`src/rtl/core/iee_pkg.sv`:
```
// Package: shared types, constants and helper functions for the expression evaluator.
package iee_pkg;

  localparam int VALUE_W = 48;
  localparam int STACK_DEPTH_DEF = 8;
  localparam int FRAC_BITS_DEF = 16;

  typedef enum logic [1:0] {
    KIND_NUM = 2'd0,
    KIND_OP  = 2'd1,
    KIND_END = 2'd2,
    KIND_NOP = 2'd3
  } kind_t;

  typedef enum logic [1:0] {
    OP_ADD = 2'd0,
    OP_SUB = 2'd1,
    OP_MUL = 2'd2,
    OP_DIV = 2'd3
  } op_t;

  typedef enum logic [1:0] {
    ST_OK   = 2'd0,
    ST_DIV0 = 2'd1,
    ST_BAD  = 2'd2,
    ST_SAT  = 2'd3
  } status_t;

  typedef enum logic [3:0] {
    S_IDLE,
    S_CHECK,
    S_POP,
    S_RD_B,
    S_RD_A,
    S_WAIT_A,
    S_START,
    S_ALU,
    S_WRITE,
    S_FINAL,
    S_FINAL_RD,
    S_FINAL_WAIT,
    S_OUT
  } state_t;

  // Handshake between sequencer and arithmetic unit.
  typedef struct packed {
    logic       start;
    logic [1:0] op;
  } alu_ctl_t;

  typedef struct packed {
    logic       done;
    logic       sat;
    logic       div0;
  } alu_sts_t;

  // Multiply/divide (2,3) bind tighter than add/subtract (0,1).
  function automatic logic high_prec(input logic [1:0] code);
    return code[1];
  endfunction

endpackage

```
`src/rtl/core/iee_if.sv`:
```
// Interfaces: valid/ready channels for tokens and results.
interface iee_tok_if;
  logic        valid;
  logic        ready;
  logic [1:0]  kind;
  logic signed [47:0] number_value;
  logic [1:0]  operator_code;
  modport source (output valid, kind, number_value, operator_code, input ready);
  modport sink (input valid, kind, number_value, operator_code, output ready);
endinterface

interface iee_res_if;
  logic        valid;
  logic        ready;
  logic signed [47:0] result_value;
  logic [1:0]  status;
  modport source (output valid, result_value, status, input ready);
  modport sink (input valid, result_value, status, output ready);
endinterface

```
`src/rtl/core/iee_ram.sv`:
```
// Generic single-port-write RAM with registered read.
module iee_ram #(
  parameter int WIDTH = 8,
  parameter int DEPTH = 8
) (
  input  logic                     clk,
  input  logic                     we,
  input  logic [$clog2(DEPTH)-1:0] waddr,
  input  logic [WIDTH-1:0]         wdata,
  input  logic [$clog2(DEPTH)-1:0] raddr,
  output logic [WIDTH-1:0]         rdata
);
  logic [WIDTH-1:0] mem [DEPTH];

  always_ff @(posedge clk) begin
    if (we) begin
      mem[waddr] <= wdata;
    end
    rdata <= mem[raddr];
  end
endmodule

```
`src/rtl/core/iee_alu.sv`:
```
// Shared arithmetic unit: add/sub from one registered sum, multiply over partial products,
// divide by restoring shift-subtract one bit a cycle.
module iee_alu #(
  parameter int FRAC_BITS = 16
) (
  input  logic                 clk,
  input  logic                 rst,
  input  logic signed [47:0]   a,
  input  logic signed [47:0]   b,
  input  iee_pkg::alu_ctl_t    ctl,
  output iee_pkg::alu_sts_t    sts,
  output logic signed [47:0]   r
);
  import iee_pkg::*;

  localparam int DBITS = 48 + FRAC_BITS;
  localparam int CW = $clog2(DBITS + 1);
  localparam logic [47:0] POS_LIM = {1'b0, {47{1'b1}}};
  localparam logic [47:0] NEG_LIM = {1'b1, {47{1'b0}}};

  typedef enum logic [1:0] {A_IDLE, A_MUL, A_DIV, A_FIN} astate_t;

  astate_t       st, st_next;
  logic [1:0]    op;
  logic          neg;
  logic [47:0]   ua, ub;
  logic [95:0]   prod;
  logic [1:0]    mstep;
  logic [DBITS-1:0] dq;   // dividend shifting out, quotient shifting in
  logic [48:0]   rem;
  logic [CW-1:0] cnt;
  logic [95:0]   mag_res;
  logic signed [48:0] sum;

  // Magnitudes from inputs.
  logic [47:0] ma, mb;
  assign ma = a[47] ? 48'(-a) : 48'(a);
  assign mb = b[47] ? 48'(-b) : 48'(b);

  // Partial product: 24x24 slices.
  logic [23:0] pa, pb;
  logic [47:0] pp;
  always_comb begin
    pa = mstep[1] ? ua[47:24] : ua[23:0];
    pb = mstep[0] ? ub[47:24] : ub[23:0];
    pp = pa * pb;
  end

  logic [48:0] rsh, rsub;
  always_comb begin
    rsh  = {rem[47:0], dq[DBITS-1]};
    rsub = rsh - {1'b0, ub};
  end

  always_comb begin
    st_next = st;
    case (st)
      A_IDLE: begin
        if (ctl.start) begin
          case (op_t'(ctl.op))
            OP_MUL: st_next = A_MUL;
            OP_DIV: st_next = A_DIV;
            default: st_next = A_FIN;
          endcase
        end
      end
      A_MUL: if (mstep == 2'd3) st_next = A_FIN;
      A_DIV: if (ub == '0 || cnt == CW'(DBITS - 1)) st_next = A_FIN;
      A_FIN: st_next = A_IDLE;
      default: st_next = A_IDLE;
    endcase
  end

  always_ff @(posedge clk) begin
    if (rst) begin
      st <= A_IDLE;
    end else begin
      st <= st_next;
    end
  end

  always_ff @(posedge clk) begin
    case (st)
      A_IDLE: begin
        if (ctl.start) begin
          op    <= ctl.op;
          neg   <= a[47] ^ b[47];
          ua    <= ma;
          ub    <= mb;
          prod  <= '0;
          mstep <= '0;
          dq    <= DBITS'(ma) << FRAC_BITS;
          rem   <= '0;
          cnt   <= '0;
          sum   <= (ctl.op == OP_SUB) ? 49'(a) - 49'(b) : 49'(a) + 49'(b);
        end
      end
      A_MUL: begin
        prod  <= prod + ({48'd0, pp} << (24 * (32'(mstep[0]) + 32'(mstep[1]))));
        mstep <= mstep + 2'd1;
      end
      A_DIV: begin
        cnt <= cnt + 1'b1;
        if (!rsub[48]) begin
          rem <= rsub;
        end else begin
          rem <= rsh;
        end
        dq <= {dq[DBITS-2:0], ~rsub[48]};
      end
      default: ;
    endcase
  end

  // Final magnitude and saturation.
  logic [95:0] shifted;
  logic [47:0] lim;
  logic        over;
  always_comb begin
    shifted = prod >> FRAC_BITS;
    lim = neg ? NEG_LIM : POS_LIM;
    mag_res = '0;
    over = 1'b0;
    r = '0;
    sts.sat = 1'b0;
    sts.div0 = 1'b0;
    sts.done = (st == A_FIN);
    case (op_t'(op))
      OP_ADD, OP_SUB: begin
        r = sum[47:0];
        if (sum[48] != sum[47]) begin
          sts.sat = 1'b1;
          r = sum[48] ? NEG_LIM : POS_LIM;
        end
      end
      OP_MUL, OP_DIV: begin
        mag_res = (op == OP_MUL) ? shifted : 96'(dq);
        over = (mag_res > 96'(lim));
        if (op == OP_DIV && ub == '0) begin
          sts.div0 = 1'b1;
          r = '0;
        end else begin
          if (over) begin
            sts.sat = 1'b1;
            mag_res = 96'(lim);
          end
          r = neg ? 48'(-mag_res[47:0]) : mag_res[47:0];
        end
      end
      default: r = '0;
    endcase
  end
endmodule

```
`src/rtl/core/infix_expression_evaluator_unit.sv`:
```
// Top level: two-stack infix expression evaluator with a shared arithmetic unit.
//
// Usage:
//   tok (sink) takes one token per transfer: kind 0 pushes number_value,
//   kind 1 reduces while the top operator binds at least as tightly and
//   then pushes operator_code, kind 2 reduces everything and emits one
//   result, kind 3 is dropped. res (source) carries result_value/status.
// Timing:
//   A reduction for add/subtract uses one registered sum, multiply
//   sums four 24x24 partial products, and divide makes one quotient
//   bit per cycle over 48+FRAC_BITS bits. An operator or end token
//   is worked through all of its reductions before the next token.
//   tok.ready is high only while the sequencer is idle; one token is in
//   work at a time.
// Reset:
//   rst clears counts, sticky status and the sequencer. Stack memories
//   are not cleared; only entries below the counts are read.
// Stall:
//   A result holds on res until taken; the next token is accepted only
//   after that transfer.
module infix_expression_evaluator_unit #(
  parameter int STACK_DEPTH = iee_pkg::STACK_DEPTH_DEF,
  parameter int FRAC_BITS   = iee_pkg::FRAC_BITS_DEF
) (
  input logic clk,
  input logic rst,
  iee_tok_if.sink   tok,
  iee_res_if.source res
);
  import iee_pkg::*;

  localparam int AW = $clog2(STACK_DEPTH);
  localparam int CW = $clog2(STACK_DEPTH + 1);

  state_t  state, state_next;
  logic [CW-1:0] nd, nop;
  logic [1:0]    sticky;
  logic [1:0]    cur_kind, cur_code;
  logic signed [47:0] cur_num, opa, opb, out_val;
  logic [1:0]    out_st, top_op;

  // Operand and operator stack memories.
  logic          d_we, o_we;
  logic [AW-1:0] d_wa, d_ra, o_wa, o_ra;
  logic [47:0]   d_wd, d_rd;
  logic [1:0]    o_wd, o_rd;

  iee_ram #(.WIDTH(48), .DEPTH(STACK_DEPTH)) u_dstk (
    .clk(clk), .we(d_we), .waddr(d_wa), .wdata(d_wd), .raddr(d_ra), .rdata(d_rd));
  iee_ram #(.WIDTH(2), .DEPTH(STACK_DEPTH)) u_ostk (
    .clk(clk), .we(o_we), .waddr(o_wa), .wdata(o_wd), .raddr(o_ra), .rdata(o_rd));

  alu_ctl_t alu_ctl;
  alu_sts_t alu_sts;
  logic signed [47:0] alu_r;

  iee_alu #(.FRAC_BITS(FRAC_BITS)) u_alu (
    .clk(clk), .rst(rst), .a(opa), .b(opb), .ctl(alu_ctl), .sts(alu_sts), .r(alu_r));

  logic full_d, full_o;
  assign full_d = (nd == CW'(STACK_DEPTH));
  assign full_o = (nop == CW'(STACK_DEPTH));

  // Reads: top of operator stack is requested on entry to CHECK.
  always_comb begin
    o_ra = AW'(nop - 1'b1);
    d_ra = (state == S_RD_B || state == S_FINAL || state == S_FINAL_RD) ?
           AW'(nd - 1'b1) : AW'(nd - 2'd2);
  end

  // Next state.
  always_comb begin
    state_next = state;
    case (state)
      S_IDLE: begin
        if (tok.valid) begin
          case (kind_t'(tok.kind))
            KIND_OP, KIND_END: state_next = S_CHECK;
            default: state_next = S_IDLE;
          endcase
        end
      end
      S_CHECK: begin
        if (nop == '0) begin
          state_next = (cur_kind == KIND_END) ? S_FINAL : S_IDLE;
        end else if (cur_kind == KIND_END || high_prec(o_rd) || !high_prec(cur_code)) begin
          state_next = (nd < CW'(2)) ? S_POP : S_RD_B;
        end else begin
          state_next = S_IDLE;
        end
      end
      // Wait in S_POP so the new top operator is read before the next CHECK.
      S_POP:    state_next = S_CHECK;
      S_RD_B:   state_next = S_RD_A;
      S_RD_A:   state_next = S_WAIT_A;
      S_WAIT_A: state_next = S_START;
      S_START:  state_next = S_ALU;
      S_ALU:    if (alu_sts.done) state_next = S_WRITE;
      S_WRITE:  state_next = S_CHECK;
      S_FINAL:  state_next = S_FINAL_RD;
      S_FINAL_RD: state_next = S_FINAL_WAIT;
      S_FINAL_WAIT: state_next = S_OUT;
      S_OUT:    if (res.ready) state_next = S_IDLE;
      default:  state_next = S_IDLE;
    endcase
  end

  // Outputs.
  always_comb begin
    tok.ready = (state == S_IDLE);
    res.valid = (state == S_OUT);
    res.result_value = out_val;
    res.status = out_st;
    alu_ctl.start = (state == S_START);
    alu_ctl.op = top_op;
    d_we = 1'b0;
    d_wa = AW'(nd);
    d_wd = cur_num;
    o_we = 1'b0;
    o_wa = AW'(nop);
    o_wd = cur_code;
    if (state == S_IDLE && tok.valid && tok.kind == KIND_NUM && !full_d) begin
      d_we = 1'b1;
      d_wd = tok.number_value;
    end
    if (state == S_CHECK && nop == '0 && cur_kind == KIND_OP && !full_o) begin
      o_we = 1'b1;
    end
    if (state == S_CHECK && nop != '0 && cur_kind == KIND_OP && !high_prec(o_rd)
        && high_prec(cur_code) && !full_o) begin
      o_we = 1'b1;
    end
    if (state == S_WRITE) begin
      d_we = 1'b1;
      d_wa = AW'(nd - 2'd2);
      d_wd = alu_r;
    end
  end

  // Control registers.
  logic [1:0] flag_code;
  logic       flag_en;
  always_comb begin
    flag_en = 1'b0;
    flag_code = ST_BAD;
    case (state)
      S_IDLE: flag_en = tok.valid && tok.kind == KIND_NUM && full_d;
      S_CHECK: begin
        if (nop != '0 && nd < CW'(2) &&
            (cur_kind == KIND_END || high_prec(o_rd) || !high_prec(cur_code))) begin
          flag_en = 1'b1;
        end else if (cur_kind == KIND_OP && full_o && state_next == S_IDLE) begin
          flag_en = 1'b1;
        end
      end
      S_ALU: begin
        flag_en = alu_sts.done && (alu_sts.div0 || alu_sts.sat);
        flag_code = alu_sts.div0 ? ST_DIV0 : ST_SAT;
      end
      S_FINAL: flag_en = (nd != CW'(1));
      default: ;
    endcase
  end

  always_ff @(posedge clk) begin
    if (rst) begin
      state <= S_IDLE;
      nd <= '0;
      nop <= '0;
      sticky <= ST_OK;
    end else begin
      state <= state_next;
      if (flag_en && sticky == ST_OK) sticky <= flag_code;
      if (d_we && state == S_IDLE) nd <= nd + 1'b1;
      if (o_we) nop <= nop + 1'b1;
      // Pop the top operator as a reduction begins (or fails for want of operands).
      if (state == S_CHECK && state_next != S_IDLE && state_next != S_FINAL) nop <= nop - 1'b1;
      if (state == S_WRITE) nd <= nd - 1'b1;
      if (state == S_OUT && res.ready) begin
        nd <= '0;
        nop <= '0;
        sticky <= ST_OK;
      end
    end
  end

  // Payload registers.
  always_ff @(posedge clk) begin
    if (state == S_IDLE && tok.valid) begin
      cur_kind <= tok.kind;
      cur_code <= tok.operator_code;
      cur_num  <= tok.number_value;
    end
    if (state == S_CHECK) top_op <= o_rd;
    if (state == S_RD_A) opb <= d_rd;
    if (state == S_WAIT_A) opa <= d_rd;
    if (state == S_FINAL_WAIT) begin
      out_st <= sticky;
      out_val <= (nd == '0 || sticky == ST_DIV0 || sticky == ST_BAD) ? '0 : d_rd;
    end
  end
endmodule
```
`src/flat_wrapper.sv`:
```
// flat-port wrapper written by rule: the top's interface ports become plain ports
module infix_expression_evaluator_unit_flat import iee_pkg::*;
#(
  parameter int STACK_DEPTH = iee_pkg::STACK_DEPTH_DEF,
  parameter int FRAC_BITS   = iee_pkg::FRAC_BITS_DEF
)
  (clk, rst, tok_valid, tok_kind, tok_number_value, tok_operator_code, tok_ready, res_valid, res_result_value, res_status, res_ready);
  iee_tok_if tok_i ();
  iee_res_if res_i ();
  input logic clk;
  input logic rst;
  input wire logic [$bits(tok_i.valid)-1:0] tok_valid;
  input wire logic [$bits(tok_i.kind)-1:0] tok_kind;
  input wire logic [$bits(tok_i.number_value)-1:0] tok_number_value;
  input wire logic [$bits(tok_i.operator_code)-1:0] tok_operator_code;
  output wire logic [$bits(tok_i.ready)-1:0] tok_ready;
  output wire logic [$bits(res_i.valid)-1:0] res_valid;
  output wire logic [$bits(res_i.result_value)-1:0] res_result_value;
  output wire logic [$bits(res_i.status)-1:0] res_status;
  input wire logic [$bits(res_i.ready)-1:0] res_ready;
  assign tok_i.valid = tok_valid;
  assign tok_i.kind = tok_kind;
  assign tok_i.number_value = tok_number_value;
  assign tok_i.operator_code = tok_operator_code;
  assign tok_ready = tok_i.ready;
  assign res_valid = res_i.valid;
  assign res_result_value = res_i.result_value;
  assign res_status = res_i.status;
  assign res_i.ready = res_ready;
  infix_expression_evaluator_unit #(.STACK_DEPTH(STACK_DEPTH), .FRAC_BITS(FRAC_BITS)) u_core (.clk(clk), .rst(rst), .tok(tok_i), .res(res_i));
endmodule
```
`config.mk`:
```
export PLATFORM = sky130hd
export DESIGN_NAME = infix_expression_evaluator_unit_flat
export DESIGN_NICKNAME = d
export VERILOG_FILES = /design/src/rtl/core/iee_pkg.sv /design/src/rtl/core/iee_if.sv /design/src/rtl/core/iee_ram.sv /design/src/rtl/core/iee_alu.sv /design/src/rtl/core/infix_expression_evaluator_unit.sv /design/src/flat_wrapper.sv
export SDC_FILE = /design/constraint.sdc
export NUM_CORES = 2
export LEC_CHECK = 0
export CAP_MARGIN = 40
export CORE_UTILIZATION = 41
export DETAILED_ROUTE_END_ITERATION = 10
export DONT_BUFFER_PORTS = 1
export GPL_TIMING_DRIVEN = 0
export PLACE_DENSITY_LB_ADDON = 0.15
export SLEW_MARGIN = 10
export SYNTH_ARGS = -nofsm -noshare
export SYNTH_HDL_FRONTEND = slang
export SYNTH_HIERARCHICAL = 1
export SYNTH_SLANG_ARGS = --single-unit
```
`constraint.sdc`:
```
create_clock -name clk -period 20.2 [get_ports clk]
set_input_delay 4.04 -clock clk [delete_from_list [all_inputs] [get_ports clk]]
set_output_delay 4.04 -clock clk [all_outputs]
set_load 0.02 [all_outputs]
```
# ---- Yosys cells after proc, flatten, opt, wreduce, memory -nomap -nowiden
# Memory sizes are Yosys's and may differ from the RTL's. A register that Yosys moved wholly into a read port is not among the register bits.
# Cells that the tools add are included.
dict set report classes {
  n_reduce_logical 60
  n_eq_ne 37
  bitwise_logic 2
  n_mux 67
  shifts 1
  magnitude_cmp 2
  addsub 15
  n_mul 2
}
# cell count
set op_table {}
lappend op_table {{48-bit 2-to-1 mux} 13}
lappend op_table {{48-bit case mux with 2 select lines} 2}
lappend op_table {{96-bit case mux with 2 select lines} 1}
lappend op_table {{48-bit negation} 3}
lappend op_table {{64-bit case mux with 2 select lines} 1}
lappend op_table {{96-bit adder} 1}
lappend op_table {{96-bit 2-to-1 mux} 1}
lappend op_table {{48-bit by 7-bit left shift with 96-bit output} 1}
lappend op_table {{80-bit by 48-bit > comparator with 1-bit output} 1}
lappend op_table {{80-bit 2-to-1 mux} 1}
lappend op_table {{64-bit 2-to-1 mux} 1}
lappend op_table {{48-bit by 48-bit adder with 49-bit output} 1}
lappend op_table {{49-bit 2-to-1 mux} 1}
lappend op_table {{48-bit by 48-bit subtractor with 49-bit output} 1}
lappend op_table {{49-bit by 48-bit subtractor with 49-bit output} 1}
lappend op_table {{48-bit zero test} 1}
lappend op_table {{24-bit by 24-bit multiplier with 48-bit output} 1}
lappend op_table {{24-bit 2-to-1 mux} 2}
lappend op_table {{4-bit case mux with 12 select lines} 1}
lappend op_table {{47-bit 2-to-1 mux} 1}
lappend op_table {{4-bit 2-to-1 mux} 10}
lappend op_table {{4-bit equality test, second input constant} 7}
lappend op_table {{1-bit logical AND} 24}
lappend op_table {{2-bit equality test, second input constant} 10}
lappend op_table {{38 further kinds} 99}
dict set report word_totals {
  ram_bits 400
  word_cells 212
  output_inout_bits 52
  in_bits 56
  ff_bits 581
  n_memories 2
}
# memory depth word_bits read_ports rd_clocked_by_memory_dff wr line
set mem_list {}
lappend mem_list {u_core.u_dstk.mem 8 48 1 1 1 iee_ram.sv:13} ;# logic [WIDTH-1:0] mem [DEPTH];
lappend mem_list {u_core.u_ostk.mem 8 2 1 1 1 iee_ram.sv:13}

# ---- Depth between registers and ports, before layout
dict set report logic_depth {
  ltp_word 12
  depth_mapped 46
  ltp_nobuf 41
}

# ---- Hierarchy
# The synthesis kept the hierarchy.
# module cells_per_inst instances seq_area_each_um2 area_each_um2
set modules_own_cells {}
lappend modules_own_cells {iee_alu 6122 1 11000.6 52530.4}
lappend modules_own_cells {{iee_ram (u_core.u_dstk)} 616 1 12492.0 15620.0}
lappend modules_own_cells {infix_expression_evaluator_unit 579 1 6286.0 8594.5}
lappend modules_own_cells {{iee_ram (u_core.u_ostk)} 37 1 520.5 706.9}

# ---- Worst setup path before layout
# No wires, ideal clock.
dict set report synth_path {
  kind {register -> register}
  from {reg u_core.u_alu.mstep[0]}
  to {reg u_core.u_alu.prod[95] (data pin)}
  stages_incl_launch_ff 44
  t_required_ps 19940
  setup_time_ps 260
  t_arrival_ps 11250
  path_buffers 4
  period_less_slack_ps 11510
  path_slack_ps 8690
  cell_sequence {edfxtp_1 > clkbuf_1 > inv_1 > buf_1 > a21boi_1 > clkbuf_1 > nor2_1 > fa_1 > fa_1 > inv_1 > fa_1 > inv_1 > fa_1 > inv_1 > fa_1 > inv_1 > fa_1 > inv_1 > (+8 left out) > o21ai_0 > a211oi_1 > xnor2_1 > nand3_1 > a21boi_0 > o21ai_0 > ha_1 > clkbuf_1 > and4_1 > nand3_1 > nor3_1 > or4b_2 > or3_1 > o41ai_1 > nor4_1 > a211oi_1 > a311o_1 > nand2_1}
}
dict set report synth_between {
  elab_chain_cells 5
  word_cells_on_any_way 7
  cone_classes {add/sub (2); mul (2); shift (1); mux (2)}
}
# element line
set synth_rtl {}
lappend synth_rtl {{start, declared} iee_alu.sv:28} ;# logic [1:0] mstep;
lappend synth_rtl {{start signal, assigned} iee_alu.sv:100} ;# mstep <= mstep + 2'd1;
lappend synth_rtl {{24-bit 2-to-1 mux or 1-bit by 1-bit adder with 2-bit output (tied branches)} {iee_alu.sv:45, iee_alu.sv:99}}
lappend synth_rtl {{24-bit by 24-bit multiplier with 48-bit output or 2-bit by 2-bit multiplier with 4-bit output (tied branches)} {iee_alu.sv:46, iee_alu.sv:99}}
lappend synth_rtl {{48-bit by 7-bit left shift with 96-bit output *} iee_alu.sv:99} ;# prod <= prod + ({48'd0, pp} << (24 * (32'(mstep[0]) + 32'(mstep[1]))));
lappend synth_rtl {{96-bit adder *} iee_alu.sv:99}
lappend synth_rtl {{96-bit case mux with 2 select lines *} iee_alu.sv:83} ;# case (st)
lappend synth_rtl {{end signal, assigned} iee_alu.sv:99}
lappend synth_rtl {{end, declared} iee_alu.sv:27} ;# logic [95:0] prod;
# Mark *: on every way between the ends. The rest lies on a longest branch, timed or not.
# A chain may end at the register's enable or synchronous reset.

# ---- Worst setup path in the final report
dict set report layout_path {
  from {reg u_core.u_alu.mstep[1]}
  to {reg u_core.u_alu.prod[95] (data pin)}
}
dict set report layout_between {
  elab_chain_cells 5
  word_cells_on_any_way 7
  cone_classes {add/sub (2); mul (2); shift (1); mux (2)}
}
# element line
set layout_rtl {}
lappend layout_rtl {{24-bit 2-to-1 mux or 1-bit by 1-bit adder with 2-bit output (tied branches)} {iee_alu.sv:44, iee_alu.sv:99}}
lappend layout_rtl {{24-bit by 24-bit multiplier with 48-bit output or 2-bit by 2-bit multiplier with 4-bit output (tied branches)} {iee_alu.sv:46, iee_alu.sv:99}}
lappend layout_rtl {{48-bit by 7-bit left shift with 96-bit output *} iee_alu.sv:99}
lappend layout_rtl {{96-bit adder *} iee_alu.sv:99}
lappend layout_rtl {{96-bit case mux with 2 select lines *} iee_alu.sv:83}
# Marks and branches as above.

==> flow_summary_export.csv <==
group,metric,value,unit
grt,grt_pass1_wl,400,mm
timing,setup_viol,0,
detailed_routing,wl,274,mm
floorplan,rows,159,
synthesis,synthArstFlopShare,0,%
critical_path,setup.worst_path.start_class,"flop",
critical_path,reg2reg_from,"u_core/u_alu/mstep[1]",
floorplan,start_util,41.2,%
detailed_routing,wl_per_cell,26.9,microns
detailed_routing,ant_nets,0,
synthesis,ys_warn_count,6,
grt,grt_usage,28.5,%
clocking,cts_inserted_buffers,111,
timing,finalHoldViolCount,0,
clocking,cts_tree,"built",
clocking,clk_latency,0.78,ns
min_path,worstHoldStart,"u_core/u_ostk/rdata[0]",
synthesis,synth.cell_area,77500,sq um
synthesis,netlist.area_leader.share,37.4,%
min_path,hp-class,"flop to flop",
final_layout,layout_commonest_cell,"edfxtp_1",
floorplan,die-area,191000,sq um
critical_path,critPathRequiredTime,20.72,ns
critical_path,setup.worst_path.start,"u_core/u_alu/mstep[1]",
min_path,hold_end,"u_core/top_op[0]",
timing,setup-tns-final,0,ns
timing,worst_pin_slew,1.08,ns
synthesis,synth_seq_area_share,39.1,%
synthesis,syn_avg_cell_area,10.5,sq um
synthesis,synth_area_leaders,"edfxtp_1, fa_1, ha_1, inv_1, nand2_1",
outcome,outcome,"completed",
timing,fin_worst_skew,0.0891,ns
grt,grt_pass1_vias,58428,
clocking,ctsHoldBuffers,0,
min_path,min_path_cells,0,
critical_path,cp_num_buf_inv,12,
final_layout,syn2layout_area_growth,11.3,%
timing,maxSlewViolCount,0,
detailed_routing,vias,58566,
placement,hpwl,222,mm
critical_path,r2r_slack,4.38,ns
final_layout,final_layout_size_suffix_gt1_share,8.96,%
placement,place_congestion,1.01,
synthesis,synth_cell_types,102,
clocking,clock-root-buffer,"clkbuf_16",
critical_path,critical_path.top_delay_family,"compound AO/OA/AOI/OAI gates",
clocking,post-cts-setup-buffer-count,0,
detailed_routing,first_pass_iters,6,
critical_path,cp-end-kind,"flop",
synthesis,mappedNetlistNets,8331,
floorplan,pin_count,108,
critical_path,max_stage_delay,0.86,ns
timing,finalCritPeriodShare,78.3,%
synthesis,syn-instance-count,7354,
grt,grt_max_degree,115,
synthesis,synth.largest_area_cell,"edfxtp_1",
critical_path,crit_type,"flop to flop",
final_layout,nets,8572,
clocking,clock_sinks,1031,
synthesis,ys_ff_latch,1031,
critical_path,critPathMaxFanout,10,
critical_path,cp_slowest_cell,"mux2i_1",
floorplan,die_h,437,microns
clocking,htree_num_levels,3,
job,drv_cap,0,
detailed_routing,vias_per_cell,5.75,
timing,fin_crit,15.82,ns
final_layout,fill_cells,17758,
placement,port_buffers,0,
grt,grt_overflow_total,0,
timing,rsz0062_at_grt,"no",
timing,fmax,0.0632,GHz
clocking,post_cts_resized,0,
synthesis,synth_edf_count,965,
floorplan,core-area,188000,sq um
critical_path,reg2regPathDepth,44,
floorplan,die_w,437,microns
critical_path,worstReg2RegEnd,"u_core/u_alu/prod[95]",
timing,relSlewSlack,27.8,%
clocking,clockBufferDepth,3,
final_layout,final_cell_mix,"edfxtp_1, inv_1, nand2_1",
detailed_routing,route.detailed.drc,0,
synthesis,synth_flop_cell,"edfxtp_1",
grt,antenna_found_initial,6,
detailed_routing,drt-initial-drc-count,5327,
clocking,cts.clk_slew.worst_paths,0.06,ns
critical_path,worst_path_most_repeated_cell,"fa_1",
critical_path,arrival,16.34,ns
==> worst register-to-register path: cells and delay by family (launching register included) <==
| kind | cells | cell delay, ns |
|---|---|---|
| adder cells (fa/ha/maj) | 9 | 4.14 |
| AO/OA/AOI/OAI | 11 | 4.34 |
| XOR/XNOR | 1 | 0.27 |
| buffers and inverters | 12 | 3.02 |
| multiplexers | 1 | 0.86 |
| AND/OR/NAND/NOR | 10 | 2.66 |
| flip-flops | 1 | 0.38 |
==> state kept, by name (all words and copies together), names as in the netlist, 4 cells and up <==
name,cells
u_core/u_dstk/mem,384
u_core/u_ostk/mem,16
u_core/u_alu/ua,48
u_core/state,4
u_core/u_alu/prod,96
u_core/res.result_value,48
u_core/u_alu/rem,48
u_core/nop,4
u_core/u_alu/cnt,7
u_core/u_dstk/rdata,48
u_core/nd,4
u_core/cur_num,48
u_core/u_alu/ub,48
u_core/u_alu/sum,49
u_core/opb,48
u_core/u_alu/dq,64
u_core/opa,48
==> cell families (layout without fill, tap and decap cells) <==
group,Yosys count,in the layout,synth area share (%)
flip-flops,1031,1031,39.1
buffers and inverters,1081,1419,5.48
adder cells (fa/ha/maj),921,921,19.6
XOR/XNOR,358,358,4.05
AND/OR/NAND/NOR,2105,2105,12.4
other,0,2,0
AO/OA/AOI/OAI,1419,1419,11.6
multiplexers,439,439,7.78
==> cell usage after synthesis, types with 50 or more instances <==
cell / count
xnor2_1: 244
nor2_1: 700
o22ai_1: 50
edfxtp_1: 965
dfxtp_1: 66
nand4_1: 72
a21oi_1: 396
nor4_1: 52
nand3_1: 100
xor2_1: 114
fa_1: 485
mux2_2: 116
clkbuf_1: 283
and2_1: 111
mux2i_1: 182
nor3_1: 83
o21ai_0: 351
o21bai_1: 50
mux4_2: 94
ha_1: 436
a21o_1: 133
nand2b_1: 55
inv_1: 735
nand2_1: 716
==> worst max-delay path by stage <==
| stage | slack [ns] | cells after the start | endpoint |
|---|---|---|---|
| final | 4.38 | 44 | u_core/u_alu/prod[95] |
| after global placement | 3.72 | 43 | u_core/u_alu/prod[95] |
| after CTS | 4.88 | 44 | u_core/u_alu/prod[95] |
| after floorplan | 8.69 | 43 | u_core/u_alu/prod[95] |
| after global routing | 4.05 | 44 | u_core/u_alu/prod[95] |
| after detailed placement | 4.83 | 44 | u_core/u_alu/prod[95] |
==> layout make-up <==
class	count	area, sq um	area share, %
repair buffers	128	1550	1.80
multi-input cells	5242	43100	50.0
clock inverters	74	886	1.03
clock buffers	136	2970	3.45
flip-flops and latches	1031	30300	35.2
well taps	2495	3120	3.62
inverters	739	2790	3.23
plain buffers	342	1460	1.70
diodes	2	5.00	0.00581
==> routing by layer <==
metal | wire (microns) | vias up | track usage, %
li1 | - | 26418 | -
met1 | 115000 | 29539 | 37.7
met2 | 129000 | 2146 | 46.8
met3 | 17600 | 457 | 3.97
met4 | 12600 | 6 | 11.8
met5 | 40 | - | 0
==> metrics by stage <==
stage | utilization (%) | area [sq um] | hold WS, ns | worst slack, ns | instances
6_report | 45.9 | 86200 | 0.404 | 4.38 | 10189
5_1_grt | 45.9 | 86200 | 0.415 | 4.05 | 10187
4_1_cts | 45.9 | 86100 | 0.404 | 4.88 | 10184
3_5_place_dp | 43.8 | 82300 | 0.389 | 4.83 | 9974
3_3_place_gp | 42.9 | 80600 | 0.395 | 3.72 | 9849
2_1_floorplan | - | 77500 | 0.386 | 8.69 | 7354
Power is left out: the tool's default activity adds up to more than one toggle a clock period on the data nets, which glitch-free logic cannot reach.
